## src/design/drlm_pkg.sv

```systemverilog
package drlm_pkg;

  localparam int XY_W    = 13;
  localparam int WH_W    = 14;
  localparam int IN_W    = 16;
  localparam int COORD_W = 18;
  localparam int SIZE_W  = 6;
  localparam int CFG_IDX_W = 2;

  localparam logic [CFG_IDX_W-1:0] REG_SCREEN_WIDTH  = CFG_IDX_W'(0);
  localparam logic [CFG_IDX_W-1:0] REG_SCREEN_HEIGHT = CFG_IDX_W'(1);

  localparam logic OP_ADD      = 1'b0;
  localparam logic OP_MARK_ALL = 1'b1;

  typedef struct packed {
    logic                   op;
    logic signed [IN_W-1:0] in_x;
    logic signed [IN_W-1:0] in_y;
    logic signed [IN_W-1:0] in_width;
    logic signed [IN_W-1:0] in_height;
  } in_item_t;

  typedef struct packed {
    logic [XY_W-1:0]   out_x;
    logic [XY_W-1:0]   out_y;
    logic [WH_W-1:0]   out_width;
    logic [WH_W-1:0]   out_height;
    logic [SIZE_W-1:0] list_size;
    logic              last;
  } out_item_t;

  typedef struct packed {
    logic [XY_W-1:0] x;
    logic [XY_W-1:0] y;
    logic [WH_W-1:0] w;
    logic [WH_W-1:0] h;
  } rect_t;

  typedef struct packed {
    logic signed [COORD_W-1:0] x;
    logic signed [COORD_W-1:0] y;
    logic signed [COORD_W-1:0] w;
    logic signed [COORD_W-1:0] h;
  } box_t;

  typedef enum logic {
    UOP_CLIP,
    UOP_JOIN
  } uop_t;

  function automatic box_t rect_to_box(rect_t r);
    box_t b;
    b.x = $signed({{(COORD_W-XY_W){1'b0}}, r.x});
    b.y = $signed({{(COORD_W-XY_W){1'b0}}, r.y});
    b.w = $signed({{(COORD_W-WH_W){1'b0}}, r.w});
    b.h = $signed({{(COORD_W-WH_W){1'b0}}, r.h});
    return b;
  endfunction

  function automatic rect_t box_to_rect(box_t b);
    rect_t r;
    r.x = b.x[XY_W-1:0];
    r.y = b.y[XY_W-1:0];
    r.w = b.w[WH_W-1:0];
    r.h = b.h[WH_W-1:0];
    return r;
  endfunction

  function automatic box_t in_to_box(in_item_t i);
    box_t b;
    b.x = {{(COORD_W-IN_W){i.in_x[IN_W-1]}}, i.in_x};
    b.y = {{(COORD_W-IN_W){i.in_y[IN_W-1]}}, i.in_y};
    b.w = {{(COORD_W-IN_W){i.in_width[IN_W-1]}}, i.in_width};
    b.h = {{(COORD_W-IN_W){i.in_height[IN_W-1]}}, i.in_height};
    return b;
  endfunction

endpackage

```

## src/design/drlm_box_unit.sv

```systemverilog
module drlm_box_unit (
  input  drlm_pkg::box_t a,
  input  drlm_pkg::box_t b,
  input  drlm_pkg::uop_t uop,
  output drlm_pkg::box_t res,
  output logic           touch
);

  localparam int W = drlm_pkg::COORD_W;

  logic signed [W-1:0] ax, ay, aw, ah, bx, by, bw, bh;
  logic signed [W-1:0] ax1, ay1, bx1, by1;
  logic signed [W-1:0] lox, loy, hix, hiy, mnx, mny, mxx, mxy;
  logic                a_empty, b_empty;

  assign ax = a.x;
  assign ay = a.y;
  assign aw = a.w;
  assign ah = a.h;
  assign bx = b.x;
  assign by = b.y;
  assign bw = b.w;
  assign bh = b.h;

  assign ax1 = ax + aw;
  assign ay1 = ay + ah;
  assign bx1 = bx + bw;
  assign by1 = by + bh;

  assign a_empty = aw[W-1] || (aw == '0) || ah[W-1] || (ah == '0);
  assign b_empty = bw[W-1] || (bw == '0) || bh[W-1] || (bh == '0);

  assign lox = (ax > bx) ? ax : bx;
  assign loy = (ay > by) ? ay : by;
  assign hix = (ax1 < bx1) ? ax1 : bx1;
  assign hiy = (ay1 < by1) ? ay1 : by1;
  assign mnx = (ax < bx) ? ax : bx;
  assign mny = (ay < by) ? ay : by;
  assign mxx = (ax1 > bx1) ? ax1 : bx1;
  assign mxy = (ay1 > by1) ? ay1 : by1;

  assign touch = !a_empty && !b_empty && (ax <= bx1) && (bx <= ax1) &&
                 (ay <= by1) && (by <= ay1);

  always_comb begin
    res = '0;
    if (uop == drlm_pkg::UOP_CLIP) begin
      if (!((hix <= lox) || (hiy <= loy))) begin
        res.x = lox;
        res.y = loy;
        res.w = hix - lox;
        res.h = hiy - loy;
      end
    end else begin
      if (a_empty) begin
        res = b;
      end else if (b_empty) begin
        res = a;
      end else begin
        res.x = mnx;
        res.y = mny;
        res.w = mxx - mnx;
        res.h = mxy - mny;
      end
    end
  end

endmodule

```

## src/design/dirty_rect_list_merger.sv

```systemverilog
// Dirty rectangle list with merging.
// The input channel (in_valid, in_ready, in_data) takes one item at a time:
// op 0 adds a damage rectangle, op 1 marks the whole screen. An added
// rectangle is clipped to the screen, then merged with every stored entry it
// touches, restarting the slot scan after each merge, and finally appended or
// collapsed with all entries into one when the list is full.
// After each item the output channel (out_valid, out_ready, out_data) gives
// one transfer per stored rectangle in slot order, or one all-zero transfer
// when the list is empty; last marks the final transfer of the item.
// The configuration channel writes screen_width (index 0) and screen_height
// (index 1) and is always ready; other indexes are ignored.
// A scan reads, then compares each slot it visits; a merge adds a write-back of
// the last entry; a collapse reads and joins every slot; each emitted rectangle
// is read, then loaded; all as set by the single read port of the rectangle
// memory and the shared box unit. in_ready is high only while the sequencer is idle.
// A stalled receiver holds the output register and halts the emission.
// Synchronous reset empties the list and restores a 320 by 240 screen.
module dirty_rect_list_merger #(
  parameter int MAX_RECTS = 8
) (
  input  logic                                 clk,
  input  logic                                 rst_n,
  input  logic                                 in_valid,
  output logic                                 in_ready,
  input  drlm_pkg::in_item_t                   in_data,
  output logic                                 out_valid,
  input  logic                                 out_ready,
  output drlm_pkg::out_item_t                  out_data,
  input  logic                                 cfg_valid,
  output logic                                 cfg_ready,
  input  logic [drlm_pkg::CFG_IDX_W-1:0]       cfg_index,
  input  logic [drlm_pkg::XY_W-1:0]            cfg_data
);

  localparam int IDX_W = (MAX_RECTS > 1) ? $clog2(MAX_RECTS) : 1;
  localparam int CNT_W = $clog2(MAX_RECTS + 1);

  typedef enum logic [3:0] {
    S_IDLE,
    S_CLIP,
    S_SCAN_RD,
    S_SCAN_CMP,
    S_LAST_WR,
    S_COL_RD,
    S_COL_JOIN,
    S_COL_CLIP,
    S_EMIT_RD,
    S_EMIT_LD
  } state_t;

  state_t              state_r, state_nxt;
  logic [CNT_W-1:0]    idx_r, idx_nxt;
  logic [CNT_W-1:0]    count_r, count_nxt;
  logic [CNT_W-1:0]    cnt_m1;
  drlm_pkg::box_t      r_r, r_nxt;
  logic                out_valid_r, out_valid_nxt;
  drlm_pkg::out_item_t out_data_r, out_data_nxt;
  logic [drlm_pkg::XY_W-1:0] screen_w_r, screen_h_r;

  drlm_pkg::rect_t     mem [MAX_RECTS];
  drlm_pkg::rect_t     rd_data_r;
  logic                wr_en, rd_en;
  logic [IDX_W-1:0]    wr_addr, rd_addr;
  drlm_pkg::rect_t     wr_data;

  drlm_pkg::box_t      ua, ub, ures, scr_box;
  drlm_pkg::uop_t      uop;
  logic                utouch;
  logic                slot_free;

  drlm_box_unit u_box (
    .a     (ua),
    .b     (ub),
    .uop   (uop),
    .res   (ures),
    .touch (utouch)
  );

  assign cfg_ready = 1'b1;
  assign in_ready  = (state_r == S_IDLE);
  assign out_valid = out_valid_r;
  assign out_data  = out_data_r;
  assign cnt_m1    = count_r - CNT_W'(1);
  assign slot_free = !out_valid_r || out_ready;

  always_comb begin
    scr_box   = '0;
    scr_box.w = $signed({{(drlm_pkg::COORD_W-drlm_pkg::XY_W){1'b0}}, screen_w_r});
    scr_box.h = $signed({{(drlm_pkg::COORD_W-drlm_pkg::XY_W){1'b0}}, screen_h_r});
  end

  always_ff @(posedge clk) begin
    if (!rst_n) begin
      screen_w_r <= drlm_pkg::XY_W'(320);
      screen_h_r <= drlm_pkg::XY_W'(240);
    end else if (cfg_valid && cfg_ready) begin
      if (cfg_index == drlm_pkg::REG_SCREEN_WIDTH) begin
        screen_w_r <= cfg_data;
      end else if (cfg_index == drlm_pkg::REG_SCREEN_HEIGHT) begin
        screen_h_r <= cfg_data;
      end
    end
  end

  always_comb begin
    state_nxt     = state_r;
    idx_nxt       = idx_r;
    count_nxt     = count_r;
    r_nxt         = r_r;
    out_valid_nxt = out_valid_r;
    out_data_nxt  = out_data_r;
    wr_en         = 1'b0;
    wr_addr       = idx_r[IDX_W-1:0];
    wr_data       = drlm_pkg::box_to_rect(ures);
    rd_en         = 1'b0;
    rd_addr       = idx_r[IDX_W-1:0];
    ua            = r_r;
    ub            = scr_box;
    uop           = drlm_pkg::UOP_CLIP;

    if (out_valid_r && out_ready) begin
      out_valid_nxt = 1'b0;
    end

    unique case (state_r)
      S_IDLE: begin
        if (in_valid) begin
          if (in_data.op == drlm_pkg::OP_MARK_ALL) begin
            wr_en     = 1'b1;
            wr_addr   = '0;
            wr_data   = drlm_pkg::box_to_rect(scr_box);
            count_nxt = CNT_W'(1);
            idx_nxt   = '0;
            state_nxt = S_EMIT_RD;
          end else begin
            r_nxt     = drlm_pkg::in_to_box(in_data);
            state_nxt = S_CLIP;
          end
        end
      end
      S_CLIP: begin
        idx_nxt = '0;
        if (ures.w == '0) begin
          state_nxt = S_EMIT_RD;
        end else begin
          r_nxt     = ures;
          state_nxt = S_SCAN_RD;
        end
      end
      S_SCAN_RD: begin
        if (idx_r < count_r) begin
          rd_en     = 1'b1;
          state_nxt = S_SCAN_CMP;
        end else if (count_r < CNT_W'(MAX_RECTS)) begin
          wr_en     = 1'b1;
          wr_addr   = count_r[IDX_W-1:0];
          wr_data   = drlm_pkg::box_to_rect(r_r);
          count_nxt = count_r + CNT_W'(1);
          idx_nxt   = '0;
          state_nxt = S_EMIT_RD;
        end else begin
          idx_nxt   = '0;
          state_nxt = S_COL_RD;
        end
      end
      S_SCAN_CMP: begin
        ua  = drlm_pkg::rect_to_box(rd_data_r);
        ub  = r_r;
        uop = drlm_pkg::UOP_JOIN;
        if (utouch) begin
          r_nxt     = ures;
          rd_en     = 1'b1;
          rd_addr   = cnt_m1[IDX_W-1:0];
          state_nxt = S_LAST_WR;
        end else begin
          idx_nxt   = idx_r + CNT_W'(1);
          state_nxt = S_SCAN_RD;
        end
      end
      S_LAST_WR: begin
        wr_en     = 1'b1;
        wr_data   = rd_data_r;
        count_nxt = cnt_m1;
        idx_nxt   = '0;
        state_nxt = S_SCAN_RD;
      end
      S_COL_RD: begin
        rd_en     = 1'b1;
        state_nxt = S_COL_JOIN;
      end
      S_COL_JOIN: begin
        ub      = drlm_pkg::rect_to_box(rd_data_r);
        uop     = drlm_pkg::UOP_JOIN;
        r_nxt   = ures;
        idx_nxt = idx_r + CNT_W'(1);
        if (idx_r == CNT_W'(MAX_RECTS - 1)) begin
          state_nxt = S_COL_CLIP;
        end else begin
          state_nxt = S_COL_RD;
        end
      end
      S_COL_CLIP: begin
        wr_en     = 1'b1;
        wr_addr   = '0;
        count_nxt = CNT_W'(1);
        idx_nxt   = '0;
        state_nxt = S_EMIT_RD;
      end
      S_EMIT_RD: begin
        if (count_r == '0) begin
          if (slot_free) begin
            out_valid_nxt     = 1'b1;
            out_data_nxt      = '0;
            out_data_nxt.last = 1'b1;
            state_nxt         = S_IDLE;
          end
        end else begin
          rd_en     = 1'b1;
          state_nxt = S_EMIT_LD;
        end
      end
      S_EMIT_LD: begin
        if (slot_free) begin
          out_valid_nxt           = 1'b1;
          out_data_nxt.out_x      = rd_data_r.x;
          out_data_nxt.out_y      = rd_data_r.y;
          out_data_nxt.out_width  = rd_data_r.w;
          out_data_nxt.out_height = rd_data_r.h;
          out_data_nxt.list_size  = drlm_pkg::SIZE_W'(count_r);
          out_data_nxt.last       = (idx_r == cnt_m1);
          idx_nxt                 = idx_r + CNT_W'(1);
          state_nxt               = (idx_r == cnt_m1) ? S_IDLE : S_EMIT_RD;
        end
      end
      default: begin
        state_nxt = S_IDLE;
      end
    endcase
  end

  always_ff @(posedge clk) begin
    if (!rst_n) begin
      state_r     <= S_IDLE;
      idx_r       <= '0;
      count_r     <= '0;
      out_valid_r <= 1'b0;
    end else begin
      state_r     <= state_nxt;
      idx_r       <= idx_nxt;
      count_r     <= count_nxt;
      out_valid_r <= out_valid_nxt;
    end
    r_r        <= r_nxt;
    out_data_r <= out_data_nxt;
  end

  always_ff @(posedge clk) begin
    if (wr_en) begin
      mem[wr_addr] <= wr_data;
    end
  end

  always_ff @(posedge clk) begin
    if (rd_en) begin
      rd_data_r <= mem[rd_addr];
    end
  end

  a_count_bound: assert property (@(posedge clk) disable iff (!rst_n)
    count_r <= CNT_W'(MAX_RECTS))
    else $error("rectangle count above capacity");

  a_mark_all: assert property (@(posedge clk) disable iff (!rst_n)
    (in_valid && in_ready && (in_data.op == drlm_pkg::OP_MARK_ALL)) |=>
      (count_r == CNT_W'(1)))
    else $error("mark-all did not leave a single entry");

  a_mem_addr: assert property (@(posedge clk) disable iff (!rst_n)
    (wr_en |-> (wr_addr <= IDX_W'(MAX_RECTS - 1))) and
    (rd_en |-> (rd_addr <= IDX_W'(MAX_RECTS - 1))))
    else $error("memory address beyond capacity");

  a_scan_live: assert property (@(posedge clk) disable iff (!rst_n)
    (state_r == S_SCAN_CMP) |-> (idx_r < count_r))
    else $error("scan compared a slot beyond the list");

  a_last_size: assert property (@(posedge clk) disable iff (!rst_n)
    (out_valid_r && out_ready && !out_data_r.last) |-> (out_data_r.list_size > 6'd1))
    else $error("non-final transfer in a list of one or none");

endmodule

```

## config.mk

```make
export PLATFORM = sky130hd
export DESIGN_NAME = dirty_rect_list_merger
export DESIGN_NICKNAME = d
export VERILOG_FILES = /design/src/design/drlm_pkg.sv /design/src/design/drlm_box_unit.sv /design/src/design/dirty_rect_list_merger.sv
export SDC_FILE = /design/constraint.sdc
export NUM_CORES = 2
export LEC_CHECK = 0
export ABC_AREA = 1
export BUFFER_PORTS_ARGS = -buffer_cell sky130_fd_sc_hd__buf_4
export CELL_PAD_IN_SITES_DETAIL_PLACEMENT = 0
export CELL_PAD_IN_SITES_GLOBAL_PLACEMENT = 1
export CORE_MARGIN = 4
export CORE_UTILIZATION = 53
export CTS_BUF_LIST = sky130_fd_sc_hd__clkbuf_8
export DETAILED_ROUTE_END_ITERATION = 12
export GPL_TIMING_DRIVEN = 0
export PLACE_DENSITY = 0.88
export SETUP_SLACK_MARGIN = 0.2
export SLEW_MARGIN = 5
export SYNTH_ARGS = -nofsm -noshare
export SYNTH_HDL_FRONTEND = slang
export SYNTH_HIERARCHICAL = 1
export SYNTH_SLANG_ARGS = --single-unit
```

## constraint.sdc

```tcl
create_clock -name clk -period 31.1 [get_ports clk]
set_input_delay 1.555 -clock clk [delete_from_list [all_inputs] [get_ports clk]]
set_output_delay 1.555 -clock clk [all_outputs]
set_load 0.05 [all_outputs]
```

==> results.sh <==
export IMPL_ctsResizeCount=0
export IMPL_cp_slowest_cell="o22ai_1"
export IMPL_finalHoldViolCount=0
export IMPL_rr_startpoint="state_r[1]$_SDFFE_PN0P_"
export IMPL_tightest_slew_ns=1.625
export IMPL_slew_headroom_pct=-9.501
export IMPL_synth_top_family_by_area="simple AND/OR/NAND/NOR gates"
export IMPL_grt_util_met2_pct=58.78
export IMPL_synth_distinct_cells=67
export IMPL_finalSetupViolCount=0
export IMPL_first_global_vias=38120
export IMPL_detail_route_iter0_violations=5388
export IMPL_worstSetupEndpointType="flop"
export IMPL_yosysTopAreaCell="edfxtp_1"
export IMPL_die_width_um=297.7
export IMPL_synthToLayoutAreaGrowth_pct=11.19
export IMPL_overflow=0
export IMPL_yosysTopAreaCellShare_pct=41.67
export IMPL_wl_per_cell_um=25.60
export IMPL_synth_area_mux_share_pct=0
export IMPL_avgSynthCellArea_um2=8.028
export IMPL_clk_pin_slew_ns=0.06
export IMPL_synth_area_um2=44470
export IMPL_die_y_um=297.7
export IMPL_instances_no_fill=6981
export IMPL_maxCapViolations=8
export IMPL_violations="max-capacitance violations, max-slew violations"
export IMPL_cts_tree="built"
export IMPL_ctsRootBufferMaster="clkbuf_8"
export IMPL_route_detailed_drc=0
export IMPL_wl_mm=178.7
export IMPL_io_buffers=145
export IMPL_synth_compound_area_share_pct=14.88
export IMPL_postRouteAntennaNets=0
export IMPL_rsz0062_at_grt="no"
export IMPL_cp_start_kind="flop"
export IMPL_grtUsageMet3_pct=8.403
export IMPL_numCtsBuffers=104
export IMPL_synthCells=5539
export IMPL_cp_arrival_ns=13.29
export IMPL_final_area_um2=49440
export IMPL_clkSinkCount=656
export IMPL_status="finished with violations"
export IMPL_critPathMaxStageDelay_ns=0.90
export IMPL_synth_xor_area_share_pct=1.880
export IMPL_startpoint="state_r[1]$_SDFFE_PN0P_"
export IMPL_required_ns=31.59
export IMPL_synthAdderAreaFrac_pct=7.873
export IMPL_pin_count=149
export IMPL_grt_use_total_pct=39.24
export IMPL_start_util_pct=53.81
export IMPL_route_vias_total=41530
export IMPL_fin_crit_ns=12.80
export IMPL_grt_max_degree=38
export IMPL_dp_cells=6790
export IMPL_fin_crit_sh_pct=41.16
export IMPL_layout_nets=6186
export IMPL_grt_pass1_wl_mm=256.1
export IMPL_path_common_cell="nand2_1"
export IMPL_setup_tns_ns=0
export IMPL_synthFlopType="edfxtp_1"
export IMPL_fin_skew_ns=0.1040
export IMPL_yosysSeqAreaShare_pct=43.42
export IMPL_firstDrtPassIters=6
export IMPL_slew_violations=29
export IMPL_clkLatencyLatePin_ns=0.81
export IMPL_synth_simple_area_share_pct=22.84
export IMPL_async_flop_share_pct=0
export IMPL_gp_routability_congestion=1.041
export IMPL_synth_area_top_cells="edfxtp_1 (42%), nand2_1 (14%), ha_1 (7.5%)"
export IMPL_fin_hold_ws_ns=0.4928
export IMPL_hold_start="screen_h_r[11]$_SDFFE_PN0P_"
export IMPL_place_area_um2=47510
export IMPL_worstPathMaxFanout=10
export IMPL_hold_path_class="flop to flop"
export IMPL_grt_antenna_before_repair=10
export IMPL_grt_busiest_layer="met2"
export IMPL_fmax_mhz=78.12
export IMPL_synth_seq_cells=656
export IMPL_die_area_um2=88600
export IMPL_ys_warn_count=6
export IMPL_num_rows=105
export IMPL_vias_per_cell=5.949
export IMPL_synth_edf_count=617
export IMPL_cts_htree_levels=3
export IMPL_crit_type="flop to flop"
export IMPL_post_cts_setup_buffers=0
export IMPL_holdBufCountCts=0
export IMPL_clockBufferDepth=3
export IMPL_dpl_hpwl_mm=143.2
export IMPL_grt_use_met1_pct=54.10
export IMPL_coreArea_um2=82640
export IMPL_drive_gt1_share_pct=9.648
[cells in the mapped netlist, types with 27 or more instances]
cell type / number
o221ai_1: 34
nand4_1: 85
nor2_1: 260
o21a_1: 69
nor3_1: 30
dfxtp_1: 39
edfxtp_1: 617
inv_1: 774
clkbuf_1: 116
xor2_1: 61
a22oi_1: 28
nand3_1: 282
xnor2_1: 27
buf_2: 90
o211ai_1: 222
o21ai_0: 330
ha_1: 267
or2_2: 69
nand2_1: 1629
a21oi_1: 233
o22ai_1: 33
[per-layer routing]
layer | wire length, µm | share of wire, %
met4 | 10580 | 5.9
met3 | 21000 | 12
met5 | 9 | 0.0050
met1 | 71290 | 40
met2 | 75860 | 42
[final timing paths]
kind / endpoint / cells past startpoint / slack, ns
max: r_r[59]$_DFFE_PP_ / 60 / 18.30
min: screen_h_r[11]$_SDFFE_PN0P_ / 2 / 0.49
max reg2reg: r_r[59]$_DFFE_PP_ / 60 / 18.30
min reg2reg: screen_h_r[11]$_SDFFE_PN0P_ / 2 / 0.49
[cell type report]
type                    instances  area [µm²]
fillers                      7549       33200
clock inverters                83       473.0
diodes                          3       7.507
flip-flops and latches        656       19310
clock buffers                 105        1445
well taps                    1070        1339
inverters                     790        2968
plain buffers                 233        1074
multi-input cells            3861       21200
repair buffers                180        1624
[kinds of logic after synthesis]
kind of cell | Yosys count
other cells | 2
compound gates | 1066
xor+xnor | 92
flops | 656
fa+ha+maj | 275
buf+inv | 1023
simple gates | 2425
[stage by stage]
step	utilization, %	setup slack [ns]
detailed placement	57.50	18.86
CTS	59.82	18.80
global route	59.82	17.84
global placement	56.75	8.933
floorplan	-	17.08
finish	59.83	18.30
[flip-flops by register name (all words and copies together), names as in the netlist, 13 cells and up]
| name | flops |
|---|---|
| out_data | 59 |
| screen_w_r | 13 |
| rd_data_r | 54 |
| r_r | 72 |
| mem | 432 |
| screen_h_r | 13 |
[worst max-delay path: cells and delay by family, from the launching register on]
kind | cells | cell delay [ns]
buf+inv | 17 | 3.62
simple gates | 27 | 3.60
compound gates | 11 | 3.18
fa+ha+maj | 4 | 1.26
flops | 1 | 0.43
xor+xnor | 1 | 0.29
[layout by cell type, fill, tap and decap left out, types with 27 or more instances in the layout]
master	synthesis	layout
clkinv_1	5	27
ha_1	267	267
nor2_1	260	250
xor2_1	61	61
nand4_1	85	85
dfxtp_1	39	39
nand3_1	282	281
o21ai_1	24	34
nor3_1	30	30
o21a_1	69	69
clkbuf_1	116	116
o221ai_1	34	34
o21ai_0	330	320
xnor2_1	27	27
clkbuf_8	0	105
o22ai_1	33	33
a21oi_1	233	233
buf_2	90	90
nand2_1	1629	1629
inv_1	774	811
edfxtp_1	617	617
or2_2	69	69
o211ai_1	222	222
a22oi_1	28	28
buf_4	13	171
Power is not shown: default switching activity piles up to over one toggle a cycle in this logic, so the estimate is an artifact.
